--- src/design/radio_frame_receiver_crc8_unit_assert.svh ---
// Assertion macros for the radio frame receiver, empty for synthesis.
`ifndef RADIO_FRAME_RECEIVER_CRC8_UNIT_ASSERT_SVH
`define RADIO_FRAME_RECEIVER_CRC8_UNIT_ASSERT_SVH

`ifndef SYNTHESIS
`define RFCRC_ASSERT(label, prop, msg) \
  label: assert property (@(posedge clk_i) disable iff (!rst_ni) (prop)) else $error(msg);
`define RFCRC_ASSERT_RST(label, prop, msg) \
  label: assert property (@(posedge clk_i) (prop)) else $error(msg);
`else
`define RFCRC_ASSERT(label, prop, msg)
`define RFCRC_ASSERT_RST(label, prop, msg)
`endif

`endif

--- src/design/rfcrc_pkg.sv ---
// Types, codes and constants shared by the radio frame receiver modules.
package rfcrc_pkg;

  localparam int unsigned CfgDataW = 16;
  localparam int unsigned CfgIdxW  = 2;

  localparam logic [7:0]  BroadcastAddr = 8'hFF;
  localparam logic [7:0]  CrcPoly       = 8'hD5;
  localparam logic [15:0] TimeoutReset  = 16'hFFFF;
  localparam logic [15:0] TicksMax      = 16'hFFFF;

  localparam logic [CfgIdxW-1:0] CfgPrimaryAddr = 2'd0;
  localparam logic [CfgIdxW-1:0] CfgReceiveAddr = 2'd1;
  localparam logic [CfgIdxW-1:0] CfgTimeout     = 2'd2;

  localparam logic CmdByte = 1'b0;
  localparam logic CmdTick = 1'b1;

  typedef enum logic [1:0] {
    KindPayload = 2'd0,
    KindEnd     = 2'd1,
    KindReject  = 2'd2
  } item_kind_e;

  typedef enum logic [4:0] {
    PhIdle   = 5'b00001,
    PhSender = 5'b00010,
    PhFlag   = 5'b00100,
    PhLength = 5'b01000,
    PhData   = 5'b10000
  } phase_e;

  typedef struct packed {
    item_kind_e item_kind;
    logic [7:0] data_byte;
    logic       last_payload;
    logic [7:0] target_address;
    logic [7:0] sender_address;
    logic [7:0] frame_flag;
    logic [7:0] payload_count;
    logic       frame_error;
    logic       timed_out;
  } result_t;

endpackage

--- src/design/rfcrc_crc8.sv ---
// One-byte CRC-8 update, polynomial 0xD5, MSB first.
module rfcrc_crc8 (
  input  logic [7:0] crc_i,
  input  logic [7:0] byte_i,
  output logic [7:0] crc_o
);

  always_comb begin
    logic [7:0] v;
    v = crc_i ^ byte_i;
    for (int k = 0; k < 8; k++) begin
      if (v[7]) begin
        v = {v[6:0], 1'b0} ^ rfcrc_pkg::CrcPoly;
      end else begin
        v = {v[6:0], 1'b0};
      end
    end
    crc_o = v;
  end

endmodule

--- src/design/rfcrc_out_stage.sv ---
// Result register between the frame logic and the output stream.
module rfcrc_out_stage (
  input  logic               clk_i,
  input  logic               rst_ni,
  input  logic               load_i,
  input  rfcrc_pkg::result_t res_i,
  input  logic               ready_i,
  output logic               can_load_o,
  output logic               valid_o,
  output rfcrc_pkg::result_t res_o
);

  logic               valid_q, valid_d;
  rfcrc_pkg::result_t res_q;

  assign can_load_o = ~valid_q | ready_i;

  always_comb begin
    valid_d = valid_q;
    if (load_i) begin
      valid_d = 1'b1;
    end else if (ready_i) begin
      valid_d = 1'b0;
    end
  end

  always_ff @(posedge clk_i or negedge rst_ni) begin
    if (!rst_ni) begin
      valid_q <= 1'b0;
    end else begin
      valid_q <= valid_d;
    end
  end

  always_ff @(posedge clk_i) begin
    if (load_i) begin
      res_q <= res_i;
    end
  end

  assign valid_o = valid_q;
  assign res_o   = res_q;

endmodule

--- src/design/radio_frame_receiver_crc8_unit.sv ---
// Top level of the radio frame receiver with CRC-8 check.
//
//  channel   | direction | carries
//  s_axis    | in        | tuser: cmd; tdata: rx_byte
//  m_axis    | out       | tuser: item_kind; tlast: last_payload; tdata: result fields
//  cfg       | in        | register write: index, data
//
// One request is taken every cycle unless the output register is stalled; its result,
// if any, appears in that register in the cycle after acceptance.
// The CRC update is eight unrolled steps. Reset clears the phase, the held header and
// the tick counter. A stalled result holds the output register; a new request is
// taken in the cycle that register is emptied.
`include "radio_frame_receiver_crc8_unit_assert.svh"

module radio_frame_receiver_crc8_unit (
  input  logic                           clk_i,
  input  logic                           rst_ni,
  input  logic                           s_axis_tvalid,
  output logic                           s_axis_tready,
  input  logic [7:0]                     s_axis_tdata,  // [7:0] rx_byte
  input  logic                           s_axis_tuser,  // [0] cmd
  output logic                           m_axis_tvalid,
  input  logic                           m_axis_tready,
  // [7:0] data_byte, [15:8] target_address, [23:16] sender_address,
  // [31:24] frame_flag, [39:32] payload_count, [40] frame_error, [41] timed_out
  output logic [47:0]                    m_axis_tdata,
  output logic [1:0]                     m_axis_tuser,  // [1:0] item_kind
  output logic                           m_axis_tlast,
  input  logic                           cfg_we_i,
  input  logic [rfcrc_pkg::CfgIdxW-1:0]  cfg_idx_i,
  input  logic [rfcrc_pkg::CfgDataW-1:0] cfg_data_i
);

  logic [7:0]  primary_addr_q, receive_addr_q;
  logic [15:0] timeout_q;

  rfcrc_pkg::phase_e phase_q, phase_d;
  logic [7:0]  target_q, target_d;
  logic [7:0]  sender_q, sender_d;
  logic [7:0]  flag_q, flag_d;
  logic [7:0]  frame_len_q, frame_len_d;
  logic [7:0]  byte_idx_q, byte_idx_d;
  logic [7:0]  crc_q, crc_d;
  logic [15:0] ticks_q, ticks_d;

  logic               s_acc;
  logic               res_valid;
  rfcrc_pkg::result_t res;
  rfcrc_pkg::result_t res_out;
  logic [7:0]         crc_next;
  logic [15:0]        ticks_inc;
  logic [8:0]         idx_p1, idx_p2;

  assign s_acc = s_axis_tvalid & s_axis_tready;

  rfcrc_crc8 u_crc8 (
    .crc_i  (crc_q),
    .byte_i (s_axis_tdata),
    .crc_o  (crc_next)
  );

  assign ticks_inc = (ticks_q == rfcrc_pkg::TicksMax) ? ticks_q : ticks_q + 16'd1;
  assign idx_p1    = {1'b0, byte_idx_q} + 9'd1;
  assign idx_p2    = {1'b0, byte_idx_q} + 9'd2;

  always_comb begin
    phase_d     = phase_q;
    target_d    = target_q;
    sender_d    = sender_q;
    flag_d      = flag_q;
    frame_len_d = frame_len_q;
    byte_idx_d  = byte_idx_q;
    crc_d       = crc_q;
    ticks_d     = ticks_q;
    res_valid   = 1'b0;
    res         = '0;
    res.item_kind = rfcrc_pkg::KindEnd;
    res.target_address = target_q;
    res.sender_address = sender_q;
    res.frame_flag     = flag_q;
    if (s_acc) begin
      if (s_axis_tuser == rfcrc_pkg::CmdTick) begin
        if (phase_q != rfcrc_pkg::PhIdle) begin
          ticks_d = ticks_inc;
          if (ticks_inc >= timeout_q) begin
            res_valid       = 1'b1;
            res.frame_error = 1'b1;
            res.timed_out   = 1'b1;
            res.payload_count = (phase_q == rfcrc_pkg::PhData) ? byte_idx_q : 8'd0;
            phase_d = rfcrc_pkg::PhIdle;
          end
        end
      end else begin
        ticks_d = '0;
        unique case (phase_q)
          rfcrc_pkg::PhSender: begin
            sender_d = s_axis_tdata;
            phase_d  = rfcrc_pkg::PhFlag;
          end
          rfcrc_pkg::PhFlag: begin
            flag_d  = s_axis_tdata;
            phase_d = rfcrc_pkg::PhLength;
          end
          rfcrc_pkg::PhLength: begin
            frame_len_d = s_axis_tdata;
            byte_idx_d  = '0;
            crc_d       = '0;
            if (s_axis_tdata == 8'd0) begin
              res_valid       = 1'b1;
              res.frame_error = 1'b1;
              phase_d         = rfcrc_pkg::PhIdle;
            end else begin
              phase_d = rfcrc_pkg::PhData;
            end
          end
          rfcrc_pkg::PhData: begin
            crc_d     = crc_next;
            res_valid = 1'b1;
            if (idx_p1 >= {1'b0, frame_len_q}) begin
              res.payload_count = frame_len_q - 8'd1;
              res.frame_error   = (crc_next != 8'd0);
              phase_d           = rfcrc_pkg::PhIdle;
            end else begin
              res.item_kind    = rfcrc_pkg::KindPayload;
              res.data_byte    = s_axis_tdata;
              res.last_payload = (idx_p2 == {1'b0, frame_len_q});
              byte_idx_d       = idx_p1[7:0];
            end
          end
          default: begin
            if (s_axis_tdata == primary_addr_q || s_axis_tdata == receive_addr_q ||
                s_axis_tdata == rfcrc_pkg::BroadcastAddr) begin
              target_d    = s_axis_tdata;
              sender_d    = '0;
              flag_d      = '0;
              frame_len_d = '0;
              byte_idx_d  = '0;
              crc_d       = '0;
              phase_d     = rfcrc_pkg::PhSender;
            end else begin
              res_valid          = 1'b1;
              res                = '0;
              res.item_kind      = rfcrc_pkg::KindReject;
              res.target_address = s_axis_tdata;
              phase_d            = rfcrc_pkg::PhIdle;
            end
          end
        endcase
      end
    end
  end

  always_ff @(posedge clk_i or negedge rst_ni) begin
    if (!rst_ni) begin
      primary_addr_q <= '0;
      receive_addr_q <= '0;
      timeout_q      <= rfcrc_pkg::TimeoutReset;
    end else if (cfg_we_i) begin
      unique case (cfg_idx_i)
        rfcrc_pkg::CfgPrimaryAddr: primary_addr_q <= cfg_data_i[7:0];
        rfcrc_pkg::CfgReceiveAddr: receive_addr_q <= cfg_data_i[7:0];
        rfcrc_pkg::CfgTimeout:     timeout_q      <= cfg_data_i;
        default: ;
      endcase
    end
  end

  always_ff @(posedge clk_i or negedge rst_ni) begin
    if (!rst_ni) begin
      phase_q     <= rfcrc_pkg::PhIdle;
      target_q    <= '0;
      sender_q    <= '0;
      flag_q      <= '0;
      frame_len_q <= '0;
      byte_idx_q  <= '0;
      crc_q       <= '0;
      ticks_q     <= '0;
    end else begin
      phase_q     <= phase_d;
      target_q    <= target_d;
      sender_q    <= sender_d;
      flag_q      <= flag_d;
      frame_len_q <= frame_len_d;
      byte_idx_q  <= byte_idx_d;
      crc_q       <= crc_d;
      ticks_q     <= ticks_d;
    end
  end

  rfcrc_out_stage u_out_stage (
    .clk_i      (clk_i),
    .rst_ni     (rst_ni),
    .load_i     (s_acc & res_valid),
    .res_i      (res),
    .ready_i    (m_axis_tready),
    .can_load_o (s_axis_tready),
    .valid_o    (m_axis_tvalid),
    .res_o      (res_out)
  );

  assign m_axis_tuser = res_out.item_kind;
  assign m_axis_tlast = res_out.last_payload;
  assign m_axis_tdata = {6'd0, res_out.timed_out, res_out.frame_error, res_out.payload_count,
                         res_out.frame_flag, res_out.sender_address, res_out.target_address,
                         res_out.data_byte};

  `RFCRC_ASSERT(a_idle_tick_silent, (s_acc && s_axis_tuser == rfcrc_pkg::CmdTick && phase_q == rfcrc_pkg::PhIdle) |=> !m_axis_tvalid, "tick while idle produced a result")
  `RFCRC_ASSERT(a_end_to_idle, (s_acc && res_valid && res.item_kind == rfcrc_pkg::KindEnd) |=> phase_q == rfcrc_pkg::PhIdle, "frame end did not return to idle")
  `RFCRC_ASSERT(a_idx_in_frame, phase_q == rfcrc_pkg::PhData |-> byte_idx_q < frame_len_q, "byte index ran past frame length")
  `RFCRC_ASSERT(a_result_shown, (s_acc && res_valid) |=> m_axis_tvalid, "result lost on the way to the output register")
  `RFCRC_ASSERT_RST(a_reset_empty, !rst_ni |-> !m_axis_tvalid, "output valid during reset")

endmodule
--- config.mk ---
export PLATFORM = sky130hd
export DESIGN_NAME = radio_frame_receiver_crc8_unit
export DESIGN_NICKNAME = d
export VERILOG_FILES = /design/src/design/rfcrc_pkg.sv /design/src/design/rfcrc_crc8.sv /design/src/design/rfcrc_out_stage.sv /design/src/design/radio_frame_receiver_crc8_unit.sv
export VERILOG_INCLUDE_DIRS = /design/src /design/src/design
export SDC_FILE = /design/constraint.sdc
export NUM_CORES = 1
export LEC_CHECK = 0
export ABC_CLOCK_PERIOD_IN_PS = 6000
export BUFFER_PORTS_ARGS = -buffer_cell sky130_fd_sc_hd__buf_2
export CAP_MARGIN = 20
export CELL_PAD_IN_SITES_DETAIL_PLACEMENT = 0
export CELL_PAD_IN_SITES_GLOBAL_PLACEMENT = 1
export CORE_ASPECT_RATIO = 0.5
export CORE_MARGIN = 3
export CORE_UTILIZATION = 35
export CTS_CLUSTER_DIAMETER = 60
export CTS_CLUSTER_SIZE = 24
export DETAILED_ROUTE_END_ITERATION = 10
export PLACE_DENSITY_LB_ADDON = 0.1
export SETUP_SLACK_MARGIN = 0.3
export SLEW_MARGIN = 20
export SYNTH_ARGS = -nofsm -noshare
export SYNTH_HDL_FRONTEND = slang
export SYNTH_SLANG_ARGS = --single-unit
--- constraint.sdc ---
create_clock -name clk_i -period 6 [get_ports clk_i]
set_input_delay 1.2 -clock clk_i [delete_from_list [all_inputs] [get_ports clk_i]]
set_output_delay 1.2 -clock clk_i [all_outputs]
set_load 0.02 [all_outputs]
### Word-level counts from Yosys, hierarchy flattened

Cells that the tools add are included.

| storage, ports and cells | value |
|---|---|
| register bits after elaboration | 147 |
| input bits | 32 |
| logic and storage cells | 139 |

| operators by class | value |
|---|---|
| add/sub/neg operators | 4 |
| order comparisons | 2 |
| eq/ne operators | 16 |
| muxes and demuxes | 48 |
| bitwise operators | 20 |
| reductions and logical operators | 28 |

Operators by type and width:

| operator | count |
|---|---|
| 2-to-1 mux 8 bit | 11 |
| case mux 8 bit (2 select lines) | 4 |
| 2-to-1 mux 16 bit | 3 |
| 2-to-1 mux 24 bit | 2 |
| case mux 8 bit (3 select lines) | 2 |
| 2-to-1 mux 45 bit | 1 |
| 2-to-1 mux 10 bit | 4 |
| inverter 5 bit | 8 |
| 2-to-1 mux 34 bit | 1 |
| 2-to-1 mux 5 bit | 5 |
| AND reduction 4 bit | 6 |
| case mux 11 bit (2 select lines) | 1 |
| case mux 5 bit (4 select lines) | 1 |
| adder 16 x 1 -> 16 bit (second input constant) | 1 |
| equality test 16 bit (second input constant) | 1 |
| equality test 8 bit | 2 |
| >= comparator 16 bit | 1 |
| OR reduction 3 bit | 4 |
| adder 8 x 1 -> 9 bit (second input constant) | 1 |
| adder 8 x 2 -> 9 bit (second input constant) | 1 |
| equality test 9 x 8 -> 1 bit | 1 |
| >= comparator 9 x 8 -> 1 bit | 1 |
| 2-to-1 mux 1 bit | 9 |
| 2-to-1 mux 9 bit | 1 |
| 28 further kinds | 46 |

### Logic depth before layout (Yosys ltp)

Gate-level depths: netlist (run 1).

| depth | value |
|---|---|
| depth in word-level cells | 22 |
| depth in mapped cells | 16 |
| mapped depth without buffers | 13 |

### Cells and area by module

Synthesis (run 1) repeated with hierarchy kept, for this count alone.

| unflattened totals | value |
|---|---|
| cells, all modules | 686 |
| area, all modules | 7913.8 um^2 |

Modules (own cells, without submodules):

| module | instances | cells each | area each (um^2) | sequential area each (um^2) |
|---|---|---|---|---|
| radio_frame_receiver_crc8_unit | 1 | 615 | 6190.9 | 2548.7 |
| rfcrc_out_stage | 1 | 48 | 1398.8 | 1376.3 |
| rfcrc_crc8 | 1 | 23 | 324.1 | 0.0 |

### Worst setup path before layout (run 1)

No wires, ideal clock.

| path | value |
|---|---|
| path type | input-to-reg |
| start | in s_axis_tdata[7] |
| end | reg u_out_stage.res_q (netlist bit u_out_stage.res_o[0]), enable pin |
| setup time | 0.510 ns |
| data arrival time | 5.494 ns |
| data required time | 5.490 ns |
| path slack | -0.004 ns |
| stages | 7 |
| buffers on the path | 1 |
| cells stage by stage | buf_2 > or4_1 > nor2_1 > nand3_1 > nand2_1 > mux2i_1 > o21ai_0 |

| on the way | value |
|---|---|
| longest elaborated chain between the ends | 8 |
| elaborated cells on any way between the ends | 12 |
| classes of those cells | eq/ne (3); mux (5); bitwise (1); reduce/logical (3) |

RTL lines:

| element | line | RTL |
|---|---|---|
| start, declared | radio_frame_receiver_crc8_unit.sv:20 | `input logic [7:0] s_axis_tdata,` |
| equality test 8 bit | radio_frame_receiver_crc8_unit.sv:131 | `if (s_axis_tdata == primary_addr_q \|\| s_axis_tdata == receive_addr_q \|\|` |
| logical OR 1 bit (2 in a row) | radio_frame_receiver_crc8_unit.sv:131 |  |
| 2-to-1 mux 1 bit | radio_frame_receiver_crc8_unit.sv:131 |  |
| case mux 1 bit (3 select lines) * | radio_frame_receiver_crc8_unit.sv:95 | `unique case (phase_q)` |
| 2-to-1 mux 1 bit * | radio_frame_receiver_crc8_unit.sv:82 | `if (s_axis_tuser == rfcrc_pkg::CmdTick) begin` |
| 2-to-1 mux 1 bit * | radio_frame_receiver_crc8_unit.sv:81 | `if (s_acc) begin` |
| AND 1 bit * | radio_frame_receiver_crc8_unit.sv:193 | `.load_i (s_acc & res_valid),` |
| via u_out_stage.load_i | rfcrc_out_stage.sv:5 | `input logic load_i,` |
| end signal, assigned | rfcrc_out_stage.sv:37 | `res_q <= res_i;` |
| end, declared | rfcrc_out_stage.sv:14 | `rfcrc_pkg::result_t res_q;` |

Mark *: on every way through the listed nets, which the timed path passes. The rest lies on a longest branch.
A chain may end at the register's enable or synchronous reset.

### Final worst setup path (run 1)

| path | value |
|---|---|
| start | reg ticks_q[4] |
| end | reg u_out_stage.res_q (netlist bit u_out_stage.res_o[41]), enable pin |

| on the way | value |
|---|---|
| longest elaborated chain between the ends | 8 |
| elaborated cells on any way between the ends | 9 |
| classes of those cells | add/sub (1); order compare (1); eq/ne (1); mux (5); bitwise (1) |

RTL lines:

| element | line | RTL |
|---|---|---|
| start, declared | radio_frame_receiver_crc8_unit.sv:44 | `logic [15:0] ticks_q, ticks_d;` |
| start signal, assigned | radio_frame_receiver_crc8_unit.sv:186 | `ticks_q <= ticks_d;` |
| adder 16 x 1 -> 16 bit or equality test 16 bit (tied branches) | radio_frame_receiver_crc8_unit.sv:62 | `assign ticks_inc = (ticks_q == rfcrc_pkg::TicksMax) ? ticks_q : ticks_q + 16'd1;` |
| 2-to-1 mux 16 bit * | radio_frame_receiver_crc8_unit.sv:62 |  |
| >= comparator 16 bit * | radio_frame_receiver_crc8_unit.sv:85 | `if (ticks_inc >= timeout_q) begin` |
| 2-to-1 mux 1 bit * | radio_frame_receiver_crc8_unit.sv:85 |  |
| 2-to-1 mux 1 bit * | radio_frame_receiver_crc8_unit.sv:83 | `if (phase_q != rfcrc_pkg::PhIdle) begin` |
| 2-to-1 mux 1 bit * | radio_frame_receiver_crc8_unit.sv:82 |  |
| 2-to-1 mux 1 bit * | radio_frame_receiver_crc8_unit.sv:81 |  |
| AND 1 bit * | radio_frame_receiver_crc8_unit.sv:193 |  |
| via u_out_stage.load_i | rfcrc_out_stage.sv:5 |  |

Marks and branches as above.

==> results of run 1 <==
cell families after synthesis:
| logic type | share of synthesized area |
|---|---|
| AOI/OAI and AO/OA | 0.1248 |
| xor gates and xnor gates | 0.08657 |
| adders and majority gates | 0.04475 |
| buffers and inverters | 0.04861 |
| DFF | 0.4841 |
| muxes | 0.07546 |
| other | 0.0004625 |
| and+or+nand+nor | 0.1352 |
power groups by stage:
stage                     clock (mW)  combinational (mW)  sequential (mW)
after floorplan                    0               0.583             1.22
after global placement             0               0.738             1.22
after detailed placement           0               0.736             1.22
after CTS                       1.13               0.743             1.20
after global routing            1.17               0.815             1.21
final                           1.09               0.729             1.20
area by class of cell:
class	instances	area share
Clock buffer	17	0.04586
Clock inverter	15	0.01902
Inverter	32	0.01295
Multi-Input combinational cell	501	0.4122
Sequential cell	147	0.4231
Tap cell	300	0.04046
Timing Repair Buffer	83	0.04640
worst reg2reg max path, stage by stage, from the launching register on:
cell and delay (ns):
dfrtp_1 0.46, and4_1 0.27, and4_1 0.26, a21oi_1 0.65, nand2_1 0.19, xnor2_1 0.18
ha_1 0.30, nand2_1 0.07, nor2_1 0.11, o211ai_1 0.09, o21ai_0 0.29, buf_4 0.25
nand2_1 0.21, o21ai_4 0.23, buf_4 0.48
final timing paths:
kind / endpoint / slack, ns / from / cells past startpoint
min in group asynchronous: ticks_q[14] / 0.86 / rst_ni / 1
worst max-delay path: u_out_stage.res_o[41] / 1.59 / ticks_q[4] / 14
worst min-delay path: sender_q[7] / 0.49 / sender_q[7] / 1
worst max register to register: u_out_stage.res_o[41] / 1.59 / ticks_q[4] / 14
max in group asynchronous: timeout_q[15] / 4.06 / rst_ni / 2
worst min register to register: sender_q[7] / 0.49 / sender_q[7] / 1
synthesized netlist by cell type (all sizes together), types with 16 or more instances:
cell    number
a21oi       34
a22o        33
and2        30
buf         34
dfrtp       85
dfstp       17
edfxtp      45
ha          29
inv         32
mux2        49
nand2       47
nand3       23
nand4       22
nor2        22
nor3        16
o21ai       25
xnor2       54
xor2        19
metrics by stage:
step,hold slack (ns),area [sq um]
after global placement,0.4763,8675
after global routing,0.5241,9276
after CTS,0.5003,9276
final,0.4912,9276
after detailed placement,0.4741,8675
after floorplan,0.4577,8127
layer usage:
layer	vias up	part of all wire	GRT usage	wire [microns]
li1	2741	-	-	-
met1	2845	0.51	0.2446	10280
met2	121	0.43	0.2486	8663
met3	17	0.048	0.03857	967
met4	0	0.011	0.05270	222
met5	-	0	0	0
==> out/summary.md, run 1 <==
### Outcome
* result of the run: finished, final reports clean

### Die
* die span in y: 113.6 microns
* number of primary I/O pins: 85
* Core Footprint: 22200 sq um
* Starting Density: 0.3652
* die area: 25140 sq um
* die outline width: 221.2 microns
* Site Rows: 38

### Worst setup path
* Setup CP Type: reg2reg
* Max FO, Critical Path: 36
* Required @ worst endpoint: 6.08 ns
* CP most frequent cell: nand2_1
* list of cells traversed by the critical path: and4_1, and4_1, a21oi_1, nand2_1, xnor2_1, ha_1, nand2_1, nor2_1, o211ai_1, o21ai_0, buf_4, nand2_1, o21ai_4, buf_4
* sort of element at the start of the critical path: register
* buffers plus inverters on the worst setup path: 2
* Max stage delay on crit path: 0.65 ns
* crit path capture type: register
* cell class contributing the biggest share of worst-path delay: compound AO/OA/AOI/OAI gates
* arrival time at the worst endpoint: 4.49 ns
* cell with the largest stage delay on the worst path: a21oi_1

### Clock network
* TritonCTS buffer count: 17
* Max Buffers Root-to-Sink: 2
* Resized Gates After CTS: 0
* Clk Tree Root Cell: clkbuf_16
* Worst-Skew Late Latency: 0.44 ns
* clock sinks: 147
* TritonCTS clock tree: done
* clock transition at the registers of the reported paths: 0.07 ns
* Setup Fix Bufs, Post-CTS: 0
* number of buffers inserted by hold repair at cts: 0
* number of H-tree levels: 4

### Global routing
* GRT Residual Overflow: 0
* number of antenna violations at the first check in global routing: 0
* wire length of the first global-routing pass: 32760 microns
* vias in the first global route: 5624
* global routing usage summed across all routing layers: 0.1679
* pin count of the biggest net entering global routing: 63

### Final layout
* Multi-input gate area: 3824 sq um
* most common cell after layout, fill and taps aside: dfrtp_1
* final core utilization: 0.4178
* fraction of layout instances using a drive strength above 1: 0.2679
* final layout net count: 843
* final std cells w/o fill: 1095
* synthesis-to-finish area growth: 14.41%
* Antenna Cells: 0
* FF/Latch Area: 3925 sq um
* commonest cells after routing, fill and taps aside: 85 x dfrtp_1, 77 x buf_2, 52 x xnor2_1
* flip-flop count of the largest register after layout: 45
* filler cell count in the final layout: 2126

### Timing
* final sum of negative setup slack: 0 ns
* setup repair after global routing missed its margin: false
* share of the cycle needed by the critical path after routing: 0.7344
* maximum operating frequency: 227.0 MHz
* final critical-path required period: 4.406 ns
* hold violation count in the final report: 0
* Final Max Tran Viols: 0
* setup slack of the critical path after layout: 1.594 ns
* worst slew pin tran: 0.8912 ns
* final setup fails: 0
* Max-Slew Margin vs Limit: 0.4059
* Layout Skew: 0.008151 ns

### Route
* mean number of vias per cell: 5.227
* residual antenna-violating net count after detailed routing: 0
* average detailed-routed wire length per instance: 18.39 microns
* total DRC errors in the routed layout: 0
* routed wire length: 20140 microns
* Via Count: 5724
* First DRT Iteration DRCs: 321
* first-pass iteration count of the detailed router: 5

### Pwr
* Switch Pwr: 0.9301 mW
* total chip power: 3.023 mW
* worst-case vdd ir drop: 0.2000 mV
* part of the total power dissipated in sequential elements: 0.397
* clock share of power: 0.362
* part of the total power dissipated in combinational logic: 0.241
* Switching Fraction: 0.3076
* internal power of the cells: 2.093 mW
* leakage power summed over all cells: 3.964 nW
* power per cell area: 325.9 nW/um^2

### Yosys
* cell count after synthesis: 722
* post-synth design cell area: 8108 sq um
* share of flip-flops with an asynchronous set or reset after synthesis: 0.6939
* leading register cell type out of synthesis: dfrtp_1
* number of enable flip-flop cells after synthesis: 45
* Mapped Avg Cell Area: 11.23 sq um
* library cell with the largest summed area after synthesis: dfrtp_1
* count of unique library cells instantiated by Yosys: 67
* count of synthesis-stage warnings from yosys: 0
* sequential fraction of the synthesis area: 0.4841
* number of flip-flops and latches in the synthesized netlist: 147
* area share of the largest cell type after synthesis: 0.2623
* top area cells in the synthesized netlist: dfrtp_1 26%, edfxtp_1 17%, mux2_2 5.7%

### Hold path
* Hold Path Class: reg2reg

### Run
* MaxCap Viol Count: 0

### Placement
* Port Buf Inserts: 78
* placer's final routability congestion estimate: 0.8005
* worst slack at placement: 1.572 ns
* Detail Placement HPWL: 14380 microns
* number of cells after detailed placement: 1063

(Power assumes the default switching activity.)
==> inputs of run 2 (changes only) <==
--- a/config.mk
+++ b/config.mk
@@ -6,7 +6,7 @@
 export SDC_FILE = /design/constraint.sdc
 export NUM_CORES = 1
 export LEC_CHECK = 0
-export ABC_CLOCK_PERIOD_IN_PS = 6000
+export ABC_CLOCK_PERIOD_IN_PS = 4400
 export BUFFER_PORTS_ARGS = -buffer_cell sky130_fd_sc_hd__buf_2
 export CAP_MARGIN = 20
 export CELL_PAD_IN_SITES_DETAIL_PLACEMENT = 0
==> constraint.sdc (replaced) <==
create_clock -name clk_i -period 4.4 [get_ports clk_i]
set_input_delay 0.88 -clock clk_i [delete_from_list [all_inputs] [get_ports clk_i]]
set_output_delay 0.88 -clock clk_i [all_outputs]
set_load 0.02 [all_outputs]
==> run 2 against run 1 <==
Against the previous run: via count shrank 0.82%; die area is the same; sequential share of layout area is 0.26 points lower; total power up 35%; clock power up 33%; sequential power up 36%; non-clock buffer count grew 8; final cell count grew 0.91%; routed wire length up 1.8%; cell area grew 0.62%; clock-buffer cell count increased by 2; largest cell class unchanged; largest power group unchanged.
==> out/summary.md, run 2 (same netlist as run 1, synthesis figures left out) <==
### Final layout
* fraction of layout instances using a drive strength above 1: 0.2740, +0.006048
* flip-flop count of the largest register after layout: 45, unchanged
* final layout net count: 851, +0.95%
* filler cell count in the final layout: 2142, +0.75%
* most common cell after layout, fill and taps aside: dfrtp_1
* synthesis-to-finish area growth: 15.12%
* post-layout instance area: 9334 sq um, +0.62%
* final core utilization: 0.4204, +0.002592
* commonest cells after routing, fill and taps aside: 85 x dfrtp_1, 77 x buf_2, 52 x xnor2_1

### Timing
* final sum of negative setup slack: 0 ns, unchanged
* hold violation count in the final report: 0, unchanged
* share of the cycle needed by the critical path after routing: 0.8367, +0.1024
* final setup fails: 0, unchanged
* Max-Slew Margin vs Limit: 0.4431, +0.03723
* setup slack of the critical path after layout: 0.7183 ns, -0.8755 ns
* setup repair after global routing missed its margin: false
* final critical-path required period: 3.682 ns, -0.7245 ns
* maximum operating frequency: 271.6 MHz, +20%
* worst slew pin tran: 0.8329 ns, -0.05836 ns
* Layout Skew: 0.009401 ns, +0.001250 ns
* Final Max Tran Viols: 0, unchanged

### Pwr
* internal power of the cells: 2.864 mW, +37%
* total chip power: 4.089 mW, +35%
* power per cell area: 438.1 nW/um^2, +34%
* worst-case vdd ir drop: 0.2650 mV, +33%
* Switching Fraction: 0.2996, -0.008005
* clock share of power: 0.354, -0.008
* part of the total power dissipated in sequential elements: 0.398, about the same
* leakage power summed over all cells: 3.998 nW, +0.85%
* part of the total power dissipated in combinational logic: 0.248, +0.007
* Switch Pwr: 1.225 mW, +32%

### Route
* first-pass iteration count of the detailed router: 4, -1
* mean number of vias per cell: 5.138, -1.7%
* routed wire length: 20490 microns, +1.8%
* Via Count: 5677, -0.82%
* average detailed-routed wire length per instance: 18.54 microns, +0.83%
* total DRC errors in the routed layout: 0, unchanged
* First DRT Iteration DRCs: 324, +0.93%
* residual antenna-violating net count after detailed routing: 0, unchanged

### Worst setup path
* list of cells traversed by the critical path: and4_1, nand4_1, or3_1, xnor2_1, nand2_1, ha_1, nand2_1, nor2_1, o211ai_1, o21ai_1, nand2_1, o21ai_4, buf_12
* CP most frequent cell: nand2_1
* crit path capture type: register
* end of the worst register-to-register path: u_out_stage.res_o[9]
* Max FO, Critical Path: 36, unchanged
* Required @ worst endpoint: 4.52 ns, -1.56 ns
* flop2flop setup slack: 0.72 ns, -0.88 ns
* cell with the largest stage delay on the worst path: dfrtp_1
* sort of element at the start of the critical path: register
* arrival time at the worst endpoint: 3.80 ns, -0.69 ns
* Setup CP Type: reg2reg
* Max stage delay on crit path: 0.50 ns, -0.15 ns
* r2r worst-path depth: 13, -1
* r2r startpoint: ticks_q[3]

### Global routing
* number of antenna violations at the first check in global routing: 0, unchanged
* vias in the first global route: 5883, +4.6%
* wire length of the first global-routing pass: 33470 microns, +2.1%
* GRT Residual Overflow: 0, unchanged
* global routing usage summed across all routing layers: 0.1720, +0.004136
* pin count of the biggest net entering global routing: 45, -29%

### Die
* die span in y: 113.6 microns, unchanged
* die outline width: 221.2 microns, unchanged
* Site Rows: 38, unchanged
* Starting Density: 0.3652, unchanged
* die area: 25140 sq um, unchanged
* Core Footprint: 22200 sq um, unchanged
* number of primary I/O pins: 85, unchanged

### Placement
* placer's final routability congestion estimate: 0.8127, +1.5%
* worst slack at placement: 0.5045 ns, -1.067 ns
* placed standard-cell area: 8742 sq um, +0.78%
* Detail Placement HPWL: 14890 microns, +3.6%
* Port Buf Inserts: 78, unchanged

### Clock network
* TritonCTS clock tree: done
* Max Buffers Root-to-Sink: 2, unchanged
* Worst-Skew Late Latency: 0.44 ns, about the same
* number of H-tree levels: 4, unchanged
* TritonCTS buffer count: 17, unchanged
* clock transition at the registers of the reported paths: 0.07 ns, about the same
* clock sinks: 147, unchanged
* Clk Tree Root Cell: clkbuf_16
* number of buffers inserted by hold repair at cts: 0, unchanged

### Hold path
* Hold Path Class: in2async

### Outcome
* result of the run: finished, final reports clean

### Run
* MaxCap Viol Count: 0, unchanged

run 2: cell type report:
cell class / instances / area, sq um / area share
Sequential cell: 147 / 3925 / 0.4205
Multi-Input combinational cell: 501 / 3825 / 0.4098
Timing Repair Buffer: 91 / 503.0 / 0.05389
Clock buffer: 19 / 442.9 / 0.04745
Tap cell: 300 / 375.4 / 0.04021
Clock inverter: 13 / 137.6 / 0.01475
Inverter: 32 / 120.1 / 0.01287
Antenna cell: 2 / 5.005 / 0.0005362
run 2: power by group through the flow:
stage	combinational (mW)	clock (mW)	sequential, mW
CTS	1.02	1.49	1.63
global route	1.12	1.56	1.64
finish	1.01	1.45	1.63
floorplan	0.796	0	1.66
detailed placement	1.02	0	1.65
global placement	1.03	0	1.65
run 2: worst max-delay path by stage:
stage | slack [ns] | startpoint | endpoint
after detailed placement | 0.50 | ticks_q[3] | u_out_stage.res_o[44]
after global placement | 0.60 | s_axis_tdata[2] | u_out_stage.res_o[1]
after global routing | 0.40 | ticks_q[3] | u_out_stage.res_o[9]
after floorplan | 0.79 | s_axis_tdata[7] | u_out_stage.res_o[0]
final | 0.72 | ticks_q[3] | u_out_stage.res_o[9]
after CTS | 0.50 | ticks_q[3] | u_out_stage.res_o[14]
run 2: repair_timing:
item	4_1_cts	5_1_grt
gates resized for setup	0	2
buffers inserted	0	0
endpoints found under the setup margin	0	36
run 2: metrics by stage:
| step | hold slack (ns) | std cells |
|---|---|---|
| global placement | 0.4766 | 1071 |
| finish | 0.4664 | 1105 |
| detailed placement | 0.4793 | 1071 |
| global route | 0.4884 | 1103 |
| floorplan | 0.4577 | 727 |
| CTS | 0.4657 | 1103 |
run 2: routing by layer:
metal / global-route usage / wire, microns
met4: 0.04156 / 170
met3: 0.04577 / 892
met5: 0 / 0
met2: 0.2538 / 8770
met1: 0.2520 / 10660
run 2: worst max-delay path: cells and delay by family (launching register included):
kind | cells | cell delay (ns)
flops | 1 | 0.50
buf+inv | 1 | 0.27
compound gates | 3 | 0.58
xor+xnor | 1 | 0.16
fa+ha+maj | 1 | 0.29
simple gates | 7 | 1.50
==> inputs of run 3 (changes only) <==
--- a/config.mk
+++ b/config.mk
@@ -6,7 +6,7 @@
 export SDC_FILE = /design/constraint.sdc
 export NUM_CORES = 1
 export LEC_CHECK = 0
-export ABC_CLOCK_PERIOD_IN_PS = 4400
+export ABC_CLOCK_PERIOD_IN_PS = 3840
 export BUFFER_PORTS_ARGS = -buffer_cell sky130_fd_sc_hd__buf_2
 export CAP_MARGIN = 20
 export CELL_PAD_IN_SITES_DETAIL_PLACEMENT = 0
==> constraint.sdc (replaced) <==
create_clock -name clk_i -period 3.84 [get_ports clk_i]
set_input_delay 0.768 -clock clk_i [delete_from_list [all_inputs] [get_ports clk_i]]
set_output_delay 0.768 -clock clk_i [all_outputs]
set_load 0.02 [all_outputs]
==> run 3 against run 2 <==
Against the previous run: hold slack lost 0.17 ns; via count increased by 1.8%; flip-flop and latch count did not move; critical path type unchanged; critical endpoint is now u_out_stage.res_o[43]; highest routed layer unchanged.
==> out/summary.md, run 3 (same netlist as run 1, synthesis figures left out) <==
### Pwr
* part of the total power dissipated in combinational logic: 0.257, +0.009
* part of the total power dissipated in sequential elements: 0.389, -0.009
* power per cell area: 497.7 nW/um^2, +14%
* total chip power: 4.789 mW, +17%
* internal power of the cells: 3.259 mW, +14%
* worst-case vdd ir drop: 0.3214 mV, +21%
* Switching Fraction: 0.3196, +0.01995
* leakage power summed over all cells: 4.168 nW, +4.3%
* Switch Pwr: 1.530 mW, +25%
* clock share of power: 0.353, about the same

### Clock network
* TritonCTS buffer count: 17, unchanged
* number of buffers inserted by hold repair at cts: 0, unchanged
* Worst-Skew Late Latency: 0.44 ns, about the same
* Max Buffers Root-to-Sink: 2, unchanged
* clock sinks: 147, unchanged
* TritonCTS clock tree: done
* clock transition at the registers of the reported paths: 0.07 ns, about the same
* Clk Tree Root Cell: clkbuf_16
* number of H-tree levels: 4, unchanged

### Die
* die area: 25140 sq um, unchanged
* Starting Density: 0.3652, unchanged
* Site Rows: 38, unchanged
* die outline width: 221.2 microns, unchanged
* Core Footprint: 22200 sq um, unchanged
* die span in y: 113.6 microns, unchanged
* number of primary I/O pins: 85, unchanged

### Worst setup path
* buffers plus inverters on the worst setup path: 1, unchanged
* CP most frequent cell: nand2_1
* list of cells traversed by the critical path: and4_2, nand4_1, or3_4, xnor2_1, nand2_1, ha_1, nand2_1, nor2_2, o211ai_1, o21ai_2, nand2_2, o21ai_4, buf_12
* Setup CP Type: reg2reg
* Max FO, Critical Path: 18, -50%
* cell with the largest stage delay on the worst path: or3_4
* sort of element at the start of the critical path: register
* Required @ worst endpoint: 3.98 ns, -0.54 ns
* arrival time at the worst endpoint: 3.44 ns, -0.36 ns
* cell class contributing the biggest share of worst-path delay: simple AND/OR/NAND/NOR gates
* crit path capture type: register
* Max stage delay on crit path: 0.47 ns, -0.03 ns

### Route
* total DRC errors in the routed layout: 0, unchanged
* average detailed-routed wire length per instance: 18.77 microns, +1.2%
* mean number of vias per cell: 5.125, -0.24%
* Via Count: 5781, +1.8%
* First DRT Iteration DRCs: 266, -18%
* residual antenna-violating net count after detailed routing: 0, unchanged
* first-pass iteration count of the detailed router: 4, unchanged
* routed wire length: 21170 microns, +3.3%

### Global routing
* vias in the first global route: 5801, -1.4%
* wire length of the first global-routing pass: 33690 microns, +0.68%
* number of antenna violations at the first check in global routing: 0, unchanged
* global routing usage summed across all routing layers: 0.1726, +0.0005410
* pin count of the biggest net entering global routing: 44, -2.2%
* GRT Residual Overflow: 0, unchanged

### Timing
* final setup fails: 0, unchanged
* hold violation count in the final report: 0, unchanged
* final critical-path required period: 3.294 ns, -0.3879 ns
* worst slew pin tran: 0.8415 ns, +0.008594 ns
* maximum operating frequency: 303.6 MHz, +12%
* Max-Slew Margin vs Limit: 0.4342, -0.008847
* Final Max Tran Viols: 0, unchanged
* Layout Skew: 0.01552 ns, +0.006114 ns
* setup repair after global routing missed its margin: false
* share of the cycle needed by the critical path after routing: 0.8577, +0.02101
* final sum of negative setup slack: 0 ns, unchanged

### Run
* MaxCap Viol Count: 0, unchanged

### Placement
* Port Buf Inserts: 78, unchanged
* placer's final routability congestion estimate: 0.7994, -1.6%
* Detail Placement HPWL: 15000 microns, +0.69%

### Final layout
* final core utilization: 0.4333, +0.01296
* Antenna Cells: 0, -2
* flip-flop count of the largest register after layout: 45, unchanged
* fraction of layout instances using a drive strength above 1: 0.3104, +0.03641
* commonest cells after routing, fill and taps aside: 83 x dfrtp_1, 77 x buf_2, 52 x xnor2_1
* synthesis-to-finish area growth: 18.67%
* final layout net count: 876, +2.9%
* most common cell after layout, fill and taps aside: dfrtp_1

### Hold path
* Hold Path Class: in2async

### Outcome
* result of the run: finished, final reports clean

run 3: worst paths after layout:
| kind | slack [ns] | from | to | depth (start not counted) |
|---|---|---|---|---|
| worst max-delay path | 0.55 | ticks_q[6] | u_out_stage.res_o[43] | 13 |
| worst min-delay path | 0.29 | rst_ni | ticks_q[14] | 1 |
| worst max register to register | 0.55 | ticks_q[6] | u_out_stage.res_o[43] | 13 |
| worst min register to register | 0.50 | sender_q[3] | sender_q[3] | 1 |
| max in group asynchronous | 2.74 | rst_ni | timeout_q[5] | 2 |
| min in group clk_i | 0.50 | sender_q[3] | sender_q[3] | 1 |
run 3: repair_timing:
action                                  in CTS  in global routing
cloned                                       0                  3
resized for setup                            3                 15
pin swaps                                    0                  2
endpoints found under the setup margin      55                 61
buffers inserted                             0                  3
run 3: power by group through the flow:
stage          clock network, mW  logic [mW]  registers (mW)
3_5_place_dp                   0        1.22            1.90
5_1_grt                     1.80        1.35            1.88
2_1_floorplan                  0       0.912            1.90
3_3_place_gp                   0        1.23            1.89
4_1_cts                     1.73        1.23            1.87
6_report                    1.69        1.23            1.86
run 3: metal layers:
layer,GRT usage,vias to the layer above,wire length (microns)
met1,0.2605,2860,11160
met4,0.04670,0,254
met5,0,-,0
met2,0.2523,99,9057
met3,0.03394,23,700
li1,-,2799,-
run 3: through the flow:
stage | setup WS [ns] | hold WS (ns) | instance area (sq um) | cells
floorplan | 0.4368 | 0.4577 | 8138 | 727
global placement | 0.2086 | 0.4772 | 8897 | 1090
detailed placement | 0.1730 | 0.4782 | 8897 | 1090
CTS | 0.3041 | 0.3059 | 9510 | 1122
global route | 0.2773 | 0.3207 | 9622 | 1128
finish | 0.5462 | 0.2942 | 9622 | 1128
run 3: final cells by class:
| type | count | area, sq um |
|---|---|---|
| Clock inverter | 15 | 182.7 |
| Clock buffer | 17 | 425.4 |
| Timing Repair Buffer | 116 | 732.0 |
| Sequential cell | 147 | 3928 |
| Multi-Input combinational cell | 501 | 3859 |
| Inverter | 32 | 120.1 |
| Tap cell | 300 | 375.4 |
| Fill cell | 2130 | 12580 |
